File: src/sv/nearest_tag_distance_table_macros.svh
// Assertion macros for the nearest tag distance table.
// Included by the top level; no other dependencies.
`ifndef NEAREST_TAG_DISTANCE_TABLE_MACROS_SVH
`define NEAREST_TAG_DISTANCE_TABLE_MACROS_SVH
`ifndef NO_ASSERTIONS
`define NTDT_ASSERT_IMPLY(label, clk, rst, cond, prop) \
   label: assert property (@(posedge clk) disable iff (rst) (cond) |-> (prop)) \
      else $error("ntdt: implication check failed");
`define NTDT_ASSERT_NEXT(label, clk, rst, cond, prop) \
   label: assert property (@(posedge clk) disable iff (rst) (cond) |=> (prop)) \
      else $error("ntdt: next-cycle check failed");
`else
`define NTDT_ASSERT_IMPLY(label, clk, rst, cond, prop)
`define NTDT_ASSERT_NEXT(label, clk, rst, cond, prop)
`endif
`endif

File: src/sv/ntdt_pkg.sv
// Shared constants, types and operation codes for the nearest tag distance table.
// No dependencies.
package ntdt_pkg;

   localparam int TABLE_ENTRIES  = 16;
   localparam int ID_BITS        = 16;
   localparam int FIELD_ID_BITS  = 16;
   localparam int DIST_BITS      = 16;
   localparam int LINK_BITS      = 10;
   localparam int KIND_BITS      = 2;
   localparam int OUT_COUNT_BITS = 5;
   localparam int COUNT_BITS     = $clog2(TABLE_ENTRIES + 1);
   localparam int GROUP_SIZE     = 4;
   localparam int GROUPS         = (TABLE_ENTRIES + GROUP_SIZE - 1) / GROUP_SIZE;

   localparam logic [DIST_BITS-1:0] MAX_DIST_RESET = 16'd2560;

   localparam logic [KIND_BITS-1:0] KIND_MERGE       = 2'd0;
   localparam logic [KIND_BITS-1:0] KIND_SET_ZERO    = 2'd1;
   localparam logic [KIND_BITS-1:0] KIND_CLEAR       = 2'd2;
   localparam logic [KIND_BITS-1:0] KIND_REMOVE_ZERO = 2'd3;

   typedef logic [DIST_BITS-1:0] dist_type;
   typedef logic [ID_BITS-1:0]   id_type;

   typedef struct packed {
      logic capture;
      logic update;
      logic reduce;
      logic finish;
   } cmd_type;

endpackage

File: src/sv/ntdt_ctrl.sv
// Sequencer for the nearest tag distance table: accept, update, reduce, finish.
// Depends on ntdt_pkg; drives the handshakes and the datapath commands.
module ntdt_ctrl (
   input  logic              clock,
   input  logic              reset,
   input  logic              req_valid,
   output logic              req_stall,
   output logic              rsp_valid,
   input  logic              rsp_stall,
   output ntdt_pkg::cmd_type cmd
);

   localparam logic [1:0] ST_IDLE   = 2'd0;
   localparam logic [1:0] ST_UPDATE = 2'd1;
   localparam logic [1:0] ST_REDUCE = 2'd2;
   localparam logic [1:0] ST_FINISH = 2'd3;

   logic [1:0] state_ff, state_in;
   logic       rsp_valid_ff, rsp_valid_in;
   logic       out_free;

   assign out_free  = !rsp_valid_ff || !rsp_stall;
   assign req_stall = (state_ff != ST_IDLE);
   assign rsp_valid = rsp_valid_ff;

   always_comb begin
      state_in     = state_ff;
      cmd          = '0;
      rsp_valid_in = rsp_valid_ff && rsp_stall;
      case (state_ff)
         ST_IDLE: begin
            if (req_valid) begin
               cmd.capture = 1'b1;
               state_in    = ST_UPDATE;
            end
         end
         ST_UPDATE: begin
            cmd.update = 1'b1;
            state_in   = ST_REDUCE;
         end
         ST_REDUCE: begin
            cmd.reduce = 1'b1;
            state_in   = ST_FINISH;
         end
         ST_FINISH: begin
            if (out_free) begin
               cmd.finish   = 1'b1;
               rsp_valid_in = 1'b1;
               state_in     = ST_IDLE;
            end
         end
         default: begin
            state_in = ST_IDLE;
         end
      endcase
   end

   always_ff @(posedge clock) begin
      if (reset) begin
         state_ff     <= ST_IDLE;
         rsp_valid_ff <= 1'b0;
      end else begin
         state_ff     <= state_in;
         rsp_valid_ff <= rsp_valid_in;
      end
   end

endmodule

File: src/sv/ntdt_datapath.sv
// Slot table, update logic, grouped minimum reduction and result registers.
// Depends on ntdt_pkg; steered by commands from ntdt_ctrl.
module ntdt_datapath (
   input  logic                                    clock,
   input  logic                                    reset,
   input  ntdt_pkg::cmd_type                       cmd,
   input  logic                                    csr_wr_en,
   input  logic [ntdt_pkg::DIST_BITS-1:0]          csr_wr_data,
   input  logic [ntdt_pkg::KIND_BITS-1:0]          req_kind,
   input  logic [ntdt_pkg::FIELD_ID_BITS-1:0]      req_bubble_id,
   input  logic [ntdt_pkg::DIST_BITS-1:0]          req_neighbor_distance,
   input  logic [ntdt_pkg::LINK_BITS-1:0]          req_link_distance,
   input  logic [ntdt_pkg::FIELD_ID_BITS-1:0]      req_query_id,
   output logic [ntdt_pkg::DIST_BITS-1:0]          rsp_nearest_distance,
   output logic                                    rsp_insert_dropped,
   output logic [ntdt_pkg::OUT_COUNT_BITS-1:0]     rsp_entry_count
);

   localparam int N = ntdt_pkg::TABLE_ENTRIES;

   ntdt_pkg::dist_type                     max_dist_ff;
   logic [ntdt_pkg::KIND_BITS-1:0]         kind_ff;
   ntdt_pkg::id_type                       id_ff;
   ntdt_pkg::id_type                       qid_ff;
   ntdt_pkg::dist_type                     ndist_ff;
   logic [ntdt_pkg::LINK_BITS-1:0]         ldist_ff;

   logic [N-1:0]                           slot_valid_ff, slot_valid_in;
   ntdt_pkg::id_type                       slot_id_ff [N];
   ntdt_pkg::dist_type                     slot_dist_ff [N];

   logic [N-1:0]                           hit, free_oh, dist_we, ins_we, kill, zero_dist;
   logic                                   hit_any, free_any;
   ntdt_pkg::dist_type                     hit_dist, sum_sat, wr_dist;
   logic [ntdt_pkg::DIST_BITS:0]           sum_wide;
   logic                                   dropped_ff, dropped_in;

   logic [N-1:0]                           elig;
   ntdt_pkg::dist_type                     grp_min_ff [ntdt_pkg::GROUPS];
   ntdt_pkg::dist_type                     grp_min_in [ntdt_pkg::GROUPS];
   logic [ntdt_pkg::COUNT_BITS-1:0]        count_ff, count_in;

   ntdt_pkg::dist_type                     near_in, near_ff;
   logic                                   out_drop_ff;
   logic [ntdt_pkg::COUNT_BITS-1:0]        out_count_ff;

   // config register
   always_ff @(posedge clock) begin
      if (reset) begin
         max_dist_ff <= ntdt_pkg::MAX_DIST_RESET;
      end else if (csr_wr_en) begin
         max_dist_ff <= csr_wr_data;
      end
   end

   // item capture
   always_ff @(posedge clock) begin
      if (cmd.capture) begin
         kind_ff  <= req_kind;
         id_ff    <= ntdt_pkg::ID_BITS'(req_bubble_id);
         qid_ff   <= ntdt_pkg::ID_BITS'(req_query_id);
         ndist_ff <= req_neighbor_distance;
         ldist_ff <= req_link_distance;
      end
   end

   // lookup, free slot and saturating sum
   always_comb begin
      for (int i = 0; i < N; i++) begin
         hit[i]       = slot_valid_ff[i] && (slot_id_ff[i] == id_ff);
         zero_dist[i] = slot_valid_ff[i] && (slot_dist_ff[i] == '0);
      end
      hit_any  = |hit;
      hit_dist = '0;
      for (int i = 0; i < N; i++) begin
         hit_dist = hit_dist | (slot_dist_ff[i] & {ntdt_pkg::DIST_BITS{hit[i]}});
      end
      free_oh  = ~slot_valid_ff & (slot_valid_ff + N'(1));
      free_any = ~&slot_valid_ff;
      sum_wide = {1'b0, ndist_ff} + (ntdt_pkg::DIST_BITS + 1)'(ldist_ff);
      sum_sat  = sum_wide[ntdt_pkg::DIST_BITS] ? '1 : sum_wide[ntdt_pkg::DIST_BITS-1:0];
   end

   always_comb begin
      dist_we    = '0;
      ins_we     = '0;
      kill       = '0;
      wr_dist    = sum_sat;
      dropped_in = 1'b0;
      case (kind_ff)
         ntdt_pkg::KIND_MERGE: begin
            if (hit_any) begin
               if (hit_dist > sum_sat) begin
                  dist_we = hit;
               end
            end else if (sum_sat < max_dist_ff) begin
               if (free_any) begin
                  ins_we = free_oh;
               end else begin
                  dropped_in = 1'b1;
               end
            end
         end
         ntdt_pkg::KIND_SET_ZERO: begin
            wr_dist = '0;
            if (hit_any) begin
               dist_we = hit;
            end else if (free_any) begin
               ins_we = free_oh;
            end else begin
               dropped_in = 1'b1;
            end
         end
         ntdt_pkg::KIND_CLEAR: begin
            kill = '1;
         end
         ntdt_pkg::KIND_REMOVE_ZERO: begin
            kill = zero_dist;
         end
         default: begin
            kill = '0;
         end
      endcase
      slot_valid_in = (slot_valid_ff & ~kill) | ins_we;
   end

   always_ff @(posedge clock) begin
      if (reset) begin
         slot_valid_ff <= '0;
      end else if (cmd.update) begin
         slot_valid_ff <= slot_valid_in;
      end
   end

   always_ff @(posedge clock) begin
      if (cmd.update) begin
         dropped_ff <= dropped_in;
         for (int i = 0; i < N; i++) begin
            if (ins_we[i]) begin
               slot_id_ff[i] <= id_ff;
            end
            if (ins_we[i] || dist_we[i]) begin
               slot_dist_ff[i] <= wr_dist;
            end
         end
      end
   end

   // per-group minimum and entry count
   always_comb begin
      for (int i = 0; i < N; i++) begin
         elig[i] = slot_valid_ff[i] && (slot_id_ff[i] != qid_ff);
      end
      for (int g = 0; g < ntdt_pkg::GROUPS; g++) begin
         grp_min_in[g] = '1;
         for (int k = 0; k < ntdt_pkg::GROUP_SIZE; k++) begin
            if (g * ntdt_pkg::GROUP_SIZE + k < N) begin
               if (elig[g * ntdt_pkg::GROUP_SIZE + k] &&
                   slot_dist_ff[g * ntdt_pkg::GROUP_SIZE + k] < grp_min_in[g]) begin
                  grp_min_in[g] = slot_dist_ff[g * ntdt_pkg::GROUP_SIZE + k];
               end
            end
         end
      end
      count_in = '0;
      for (int i = 0; i < N; i++) begin
         count_in = count_in + ntdt_pkg::COUNT_BITS'(slot_valid_ff[i]);
      end
   end

   always_ff @(posedge clock) begin
      if (cmd.reduce) begin
         grp_min_ff <= grp_min_in;
         count_ff   <= count_in;
      end
   end

   // final minimum, bounded by the search limit
   always_comb begin
      near_in = max_dist_ff;
      for (int g = 0; g < ntdt_pkg::GROUPS; g++) begin
         if (grp_min_ff[g] < near_in) begin
            near_in = grp_min_ff[g];
         end
      end
   end

   always_ff @(posedge clock) begin
      if (cmd.finish) begin
         near_ff      <= near_in;
         out_drop_ff  <= dropped_ff;
         out_count_ff <= count_ff;
      end
   end

   assign rsp_nearest_distance = near_ff;
   assign rsp_insert_dropped   = out_drop_ff;
   assign rsp_entry_count      = ntdt_pkg::OUT_COUNT_BITS'(out_count_ff);

endmodule

File: src/sv/nearest_tag_distance_table.sv
// Top level of the nearest tag distance table: sequencer plus datapath.
// Depends on ntdt_pkg, ntdt_ctrl, ntdt_datapath and the assertion macro header.
//
//   channel | ports                         | direction
//   --------+-------------------------------+----------
//   request | req_valid, req_stall, req_*   | in
//   result  | rsp_valid, rsp_stall, rsp_*   | out
//   config  | csr_wr_en, csr_wr_data        | in
//
// Each item passes four steps: accept, table update, grouped minimum, final
// minimum into the result register. The final step waits while an earlier result
// is still held under rsp_stall; req_stall is high from accept until that step.
// Synchronous reset empties the table and sets max_distance to 2560 (10.0 Q8.8).
`include "nearest_tag_distance_table_macros.svh"
module nearest_tag_distance_table (
   input  logic                                    clock,
   input  logic                                    reset,
   input  logic                                    req_valid,
   output logic                                    req_stall,
   input  logic [ntdt_pkg::KIND_BITS-1:0]          req_kind,
   input  logic [ntdt_pkg::FIELD_ID_BITS-1:0]      req_bubble_id,
   input  logic [ntdt_pkg::DIST_BITS-1:0]          req_neighbor_distance,
   input  logic [ntdt_pkg::LINK_BITS-1:0]          req_link_distance,
   input  logic [ntdt_pkg::FIELD_ID_BITS-1:0]      req_query_id,
   output logic                                    rsp_valid,
   input  logic                                    rsp_stall,
   output logic [ntdt_pkg::DIST_BITS-1:0]          rsp_nearest_distance,
   output logic                                    rsp_insert_dropped,
   output logic [ntdt_pkg::OUT_COUNT_BITS-1:0]     rsp_entry_count,
   input  logic                                    csr_wr_en,
   input  logic [ntdt_pkg::DIST_BITS-1:0]          csr_wr_data
);

   ntdt_pkg::cmd_type cmd;

   ntdt_ctrl u_ctrl (
      .clock     (clock),
      .reset     (reset),
      .req_valid (req_valid),
      .req_stall (req_stall),
      .rsp_valid (rsp_valid),
      .rsp_stall (rsp_stall),
      .cmd       (cmd)
   );

   ntdt_datapath u_datapath (
      .clock                 (clock),
      .reset                 (reset),
      .cmd                   (cmd),
      .csr_wr_en             (csr_wr_en),
      .csr_wr_data           (csr_wr_data),
      .req_kind              (req_kind),
      .req_bubble_id         (req_bubble_id),
      .req_neighbor_distance (req_neighbor_distance),
      .req_link_distance     (req_link_distance),
      .req_query_id          (req_query_id),
      .rsp_nearest_distance  (rsp_nearest_distance),
      .rsp_insert_dropped    (rsp_insert_dropped),
      .rsp_entry_count       (rsp_entry_count)
   );

   `NTDT_ASSERT_NEXT(a_busy_after_accept, clock, reset, req_valid && !req_stall, req_stall)
   `NTDT_ASSERT_IMPLY(a_drop_only_when_full, clock, reset, rsp_valid && rsp_insert_dropped, rsp_entry_count == ntdt_pkg::OUT_COUNT_BITS'(ntdt_pkg::TABLE_ENTRIES))
   `NTDT_ASSERT_IMPLY(a_one_item_in_flight, clock, reset, cmd.update || cmd.reduce || cmd.finish, req_stall && !cmd.capture)

endmodule
File: config.mk
export PLATFORM = sky130hd
export DESIGN_NAME = nearest_tag_distance_table
export DESIGN_NICKNAME = d
export VERILOG_FILES = /design/src/sv/ntdt_pkg.sv /design/src/sv/ntdt_ctrl.sv /design/src/sv/ntdt_datapath.sv /design/src/sv/nearest_tag_distance_table.sv
export VERILOG_INCLUDE_DIRS = /design/src /design/src/sv
export SDC_FILE = /design/constraint.sdc
export NUM_CORES = 2
export LEC_CHECK = 0
export BUFFER_PORTS_ARGS = -buffer_cell sky130_fd_sc_hd__buf_2
export CAP_MARGIN = 40
export CORE_MARGIN = 2
export CORE_UTILIZATION = 45
export CTS_CLUSTER_DIAMETER = 80
export DETAILED_ROUTE_END_ITERATION = 7
export GPL_TIMING_DRIVEN = 1
export SYNTH_ARGS = -nofsm -noshare
export SYNTH_HDL_FRONTEND = slang
export SYNTH_SLANG_ARGS = --single-unit
export TNS_END_PERCENT = 30
File: constraint.sdc
create_clock -name clock -period 14.7 [get_ports clock]
set_clock_uncertainty 0.05 [all_clocks]
set_input_delay 1.47 -clock clock [delete_from_list [all_inputs] [get_ports clock]]
set_output_delay 1.47 -clock clock [all_outputs]
set_load 0.02 [all_outputs]
# Yosys cells after proc, flatten, opt, wreduce, memory -nomap -nowiden
# Memory sizes are Yosys's and may differ from the RTL's.
# Index checks and enable logic that the tools add are counted.
dict set report word_totals {
  reg_bits 187
  mem_bits_rw 512
  latchBits 0
  output_inout_bits 24
  input_bits 81
  mem_bits_ro 0
  n_memories 2
}
dict set report op_classes {
  n_eq_ne 40
  shift 0
  bitwise_logic 36
  add_sub_neg 17
  magnitude_cmp 22
  muxes 189
  div_mod_pow 0
  multipliers 0
  reduce_logical 121
}
# memory depth word_bits read_ports rd_clocked_by_memory_dff write_ports line
set mem_list {}
lappend mem_list {u_datapath.slot_dist_ff 16 16 16 0 16 ntdt_datapath.sv:30} ;# ntdt_pkg::dist_type slot_dist_ff [N];
lappend mem_list {u_datapath.slot_id_ff 16 16 16 0 1 ntdt_datapath.sv:29} ;# ntdt_pkg::id_type slot_id_ff [N];
# cell n
set ops {}
lappend ops {{2-to-1 mux 16 bit} 44}
lappend ops {{AND 16 bit} 18}
lappend ops {{< comparator 16 bit} 17}
lappend ops {{equality test 16 bit} 16}
lappend ops {{logical NOT 16 bit} 16}
lappend ops {{!= test 16 bit} 16}
lappend ops {{OR 16 bit} 16}
lappend ops {{OR reduction 16 bit} 16}
lappend ops {{2-to-1 mux 1 bit} 123}
lappend ops {{one-hot mux 16 bit (2 select lines)} 3}
lappend ops {{adder 5 x 1 -> 5 bit} 14}
lappend ops {{logical AND 1 bit} 65}
lappend ops {{< comparator 16 bit (second input constant)} 4}
lappend ops {{2-to-1 mux 4 bit} 15}
lappend ops {{inverter 16 bit} 2}
lappend ops {{adder 16 x 10 -> 17 bit} 1}
lappend ops {{logical OR 1 bit} 17}
lappend ops {{adder 16 x 1 -> 16 bit (second input constant)} 1}
lappend ops {{greater-than comparator 16 bit} 1}
lappend ops {{AND reduction 16 bit} 1}
lappend ops {{equality test 2 bit (second input constant)} 4}
lappend ops {{one-hot mux 2 bit (4 select lines)} 1}
lappend ops {{equality test 2 x 1 -> 1 bit (second input constant)} 2}
lappend ops {{logical NOT 2 bit} 2}
lappend ops {{8 further kinds} 10}

# Depth between registers and ports, before layout
# An unclocked memory read counts as a cell.
dict set report depth {
  depth_word 27
  ltp_mapped 42
  ltp_nobuf 38
}

# By module
# Synthesis repeated with hierarchy kept, for this count alone.
dict set report hier_totals {
  cells_unflattened 3527
  area_unflattened_um2 41711.3
}
# mod cells_each seq_area_each_um2 area_per_inst_um2 n_inst
set by_module_without_submodules {}
lappend by_module_without_submodules {ntdt_datapath 3504 20579.7 41494.8 1}
lappend by_module_without_submodules {ntdt_ctrl 23 60.1 216.5 1}

# Worst setup path after synthesis
# No wires, ideal clock.
dict set report synth_timing {
  path_kind {register to register}
  start {reg u_datapath.grp_min_ff[57] in the netlist's numbering}
  end {reg u_datapath.near_ff[15] (netlist: u_datapath.rsp_nearest_distance[15]), data pin}
  required_ns 14.389
  path_stages_with_launch 41
  arrival_ns 8.836
  slack_ns 5.554
  synth_period_minus_slack_ns 9.146
  n_path_buf 5
  path_cell_list {edfxtp_1 > ha_1 > a21o_1 > a21o_1 > a21oi_1 > o211ai_1 > a21oi_1 > buf_2 > mux2i_1 > ha_1 > a21o_1 > a21o_1 > a21oi_1 > o31a_1 > o21ai_0 > nor2_1 > a211oi_1 > clkbuf_1 > [5 not listed] > o21ai_0 > a31oi_1 > nand4b_1 > o21ai_1 > clkbuf_1 > clkbuf_1 > a21oi_1 > ha_1 > a21o_1 > a21o_1 > a21o_1 > a21o_1 > a21oi_1 > nor2b_1 > o21ai_0 > nand3_1 > clkbuf_1 > o32a_1}
}
dict set report synth_between {
  elab_chain_cells 8
}
# item line
set synth_rtl {}
lappend synth_rtl {{start, declared} ntdt_datapath.sv:39} ;# ntdt_pkg::dist_type grp_min_ff [ntdt_pkg::GROUPS];
lappend synth_rtl {{start signal, assigned} ntdt_datapath.sv:173} ;# grp_min_ff <= grp_min_in;
lappend synth_rtl {{< comparator 16 bit} ntdt_datapath.sv:182} ;# if (grp_min_ff[g] < near_in) begin
lappend synth_rtl {{2-to-1 mux 16 bit (*)} ntdt_datapath.sv:182}
lappend synth_rtl {{< comparator 16 bit} ntdt_datapath.sv:182}
lappend synth_rtl {{2-to-1 mux 16 bit (*)} ntdt_datapath.sv:182}
lappend synth_rtl {{< comparator 16 bit} ntdt_datapath.sv:182}
lappend synth_rtl {{2-to-1 mux 16 bit (*)} ntdt_datapath.sv:182}
lappend synth_rtl {{< comparator 16 bit} ntdt_datapath.sv:182}
lappend synth_rtl {{2-to-1 mux 16 bit (*)} ntdt_datapath.sv:182}
lappend synth_rtl {{named net u_datapath.near_in[15]} ntdt_datapath.sv:43} ;# ntdt_pkg::dist_type near_in, near_ff;
lappend synth_rtl {{end signal, assigned} ntdt_datapath.sv:190} ;# near_ff <= near_in;
lappend synth_rtl {{end, declared} ntdt_datapath.sv:43}
# Mark *: on every way through the listed nets, which the timed path passes. The rest lies on a longest branch.
# A chain may end at the register's enable or synchronous reset.

==> flow_summary_export.csv <==
group,metric,value,unit
global_route,grt_first_pass_wirelength,212000,um
layout,stdcell_count,4948,
sta,finalMaxSlewViolations,0,
drt,vias,31000,
sta,rsz0062_at_grt,"no",
drt,wire_per_inst,30.2,um
drt,ant_nets,0,
power_and_ir_drop,static-leakage-power,0.0178,uW
sta,period_share,72.2,%
global_route,grt_pass1_vias,29600,
synthesis,ys_warn_count,0,
power_and_ir_drop,totalPowerFinal,6170,uW
die,fp.dieW,307,um
flow_run,cap_violations,0,
die,core,91400,sq um
drt,drc,0,
worst_setup_path,cpMostUsedCell,"a21o_1",
sta,relSlewSlack,32.2,%
die,num_io_pins,105,
power_and_ir_drop,powerDensity,133,nW/um^2
placement,dp_cells,4791,
worst_setup_path,endpoint_kind,"flip-flop",
clock_tree,clk_pin_slew,0.06,ns
synthesis,ys_ff_latch,699,
sta,fin_hold_ws,0.369,ns
synthesis,async_flop_share,0,%
die,start_util,45.2,%
synthesis,avgSynthCellArea,11.7,sq um
layout,area_growth,12.6,%
drt,dr.first_iter.drc_count,3580,
synthesis,synth.distinct_cells,93,
drt,avgViaCountPerCell,6.27,
synthesis,syn_area,41300,sq um
die,core.rowCount,111,
status,status,"finished clean",
global_route,antenna_found_initial,6,
clock_tree,worstSkewPairLatency,0.69,ns
clock_tree,cts.hold.buffers_added,0,
layout,drive_above_1_share,11.9,%
worst_setup_path,worstSetupPathType,"reg -> reg",
sta,max_freq,0.0942,GHz
clock_tree,cts_setup_buffers,0,
sta,min_period,10.61,ns
clock_tree,cts_max_level,3,
clock_tree,cts.sink_count,699,
global_route,grt-ovfl-total,0,
synthesis,synth_edf_count,664,
synthesis,synth_fp_nets,3900,
sta,setup_tns,0,ns
global_route,grtUsageTotal,31.3,%
worst_setup_path,reg2reg_depth,35,
clock_tree,post_cts_resized,0,
clock_tree,cts-root-buf,"clkbuf_16",
worst_setup_path,crit_required,15.13,ns
worst_setup_path,critPathLaunchType,"flip-flop",
power_and_ir_drop,ir_drop,128,uV
die,die_h,307,um
layout,nets,4064,
clock_tree,cts_made_buffers,82,
die,dieArea,94200,sq um
drt,dr.pass1.iters,5,
placement,hpwl,108000,um
worst_setup_path,max_stage_delay,0.87,ns
sta,hold_viol,0,
worst_setup_path,critPathSlowestCell,"o41ai_4",
hold_path,hold_class,"reg -> reg",
worst_setup_path,worstPathArrival,11.04,ns
clock_tree,ctsLongestPathBuffers,3,
synthesis,synthCells,3527,
synthesis,yosysSeqAreaShare,50.0,%
layout,fill_cells,8068,
clock_tree,tritoncts,"yes",
hold_path,min_path_cells,0,
placement,routabilityCongestion,1.06,
layout,finish.utilization,50.9,%
worst_setup_path,cp_max_fo,31,
drt,totalWireLength,150000,um
global_route,grt_max_degree,65,
sta,tightest_slew,1.02,ns
placement,port_buffers,104,
sta,setup_viol,0,
synthesis,synth-main-ff-cell,"edfxtp_1",
## path summary, 6_finish.rpt
| check | start | endpoint | slack [ns] |
|---|---|---|---|
| hold reg to reg | u_datapath.dropped_ff$_DFFE_PP_ | u_datapath.rsp_insert_dropped$_DFFE_PP_ | 0.37 |
| setup / recovery | u_datapath.qid_ff[12]$_DFFE_PP_ | u_datapath.grp_min_ff[45]$_DFFE_PP_ | 4.09 |
| hold / removal | u_datapath.dropped_ff$_DFFE_PP_ | u_datapath.rsp_insert_dropped$_DFFE_PP_ | 0.37 |
| setup reg to reg | u_datapath.qid_ff[12]$_DFFE_PP_ | u_datapath.grp_min_ff[45]$_DFFE_PP_ | 4.09 |
## worst max-delay path: cells and delay by family, from the launching register on
family                     cells  cell delay (ns)
and+or+nand+nor                9             1.87
DFF                            1             0.78
xor gates and xnor gates       1             0.20
muxes                          1             0.31
adders and majority gates      3             0.97
buffers and inverters          4             1.13
AOI/OAI and AO/OA             17             5.07
## layout make-up
class                      instances  area (sq um)  area share [%]
timing repair buffer             229          1570            3.37
clock inverter                    49           510            1.10
antenna                            3          7.51          0.0161
multi-input combinational       2446         19300            41.5
clock buffer                     103          2160            4.64
inverter                         233           875            1.88
sequential                       699         20600            44.4
tap                             1186          1480            3.19
## state kept, by name, summed over array words and instances, names as in the netlist
name	cells
u_ctrl.rsp_valid	1
u_datapath.count_ff	5
u_datapath.kind_ff	2
u_datapath.slot_id_ff	256
u_datapath.qid_ff	16
u_ctrl.state_ff	2
u_datapath.rsp_entry_count	5
u_datapath.rsp_nearest_distance	16
u_datapath.id_ff	16
u_datapath.ldist_ff	10
u_datapath.slot_dist_ff	256
u_datapath.rsp_insert_dropped	1
u_datapath.grp_min_ff	64
u_datapath.dropped_ff	1
u_datapath.slot_valid_ff	16
u_datapath.ndist_ff	16
u_datapath.max_dist_ff	16
## through the flow
step                      area, sq um  setup slack [ns]
final                           46500              4.09
after global routing            46500              3.41
after CTS                       46500              4.30
after detailed placement        43800              4.37
after global placement          43600              4.07
after floorplan                 41300              5.55
## cell usage in the layout, fill, tap and decap left out, drive strengths merged, types with 37 or more instances in the layout
master / synthesis / routed
ha: 281 / 281
inv: 232 / 236
xnor2: 181 / 181
nor3: 48 / 48
nand2: 125 / 125
a221oi: 65 / 65
nor4: 158 / 158
a21oi: 122 / 122
xor2: 338 / 338
o21ai: 132 / 132
clkinv: 1 / 37
nand4: 156 / 156
edfxtp: 664 / 664
nor2: 184 / 184
mux2i: 110 / 110
buf: 89 / 226
clkbuf: 60 / 104
a21o: 81 / 81
## cell usage after synthesis (110+ instances only)
cell type | n | area [sq um]
nor4_1 | 157 | 982
inv_1 | 232 | 871
o21ai_0 | 128 | 641
ha_1 | 281 | 3520
a21oi_1 | 120 | 601
xor2_1 | 338 | 2960
nand2_1 | 125 | 469
mux2i_1 | 110 | 1100
xnor2_1 | 181 | 1590
nor2_1 | 182 | 683
nand4_1 | 156 | 976
edfxtp_1 | 664 | 19900
## routing by layer
metal / part of all wire, % / wire length [um] / global-route usage [%]
met3: 8.4 / 12600 / 5.80
met2: 44 / 65700 / 48.2
met4: 6.5 / 9710 / 17.2
met5: 0 / 0 / 0
met1: 41 / 61600 / 41.9
## cells by family after synthesis
kind of cell,share of synthesized area [%]
DFF,50.0
AOI/OAI and AO/OA,12.2
and+or+nand+nor,10.2
adders and majority gates,9.07
muxes,3.60
buffers and inverters,3.97
xor gates and xnor gates,11.0
## power breakdown
part | switching, uW | internal, uW | leakage [uW] | total (uW)
registers | 69.9 | 2450 | 0.00613 | 2520
clock network | 887 | 1150 | 0.00129 | 2040
logic | 1110 | 507 | 0.0103 | 1620
total | 2070 | 4100 | 0.0178 | 6170
(Power assumes the default switching activity.)
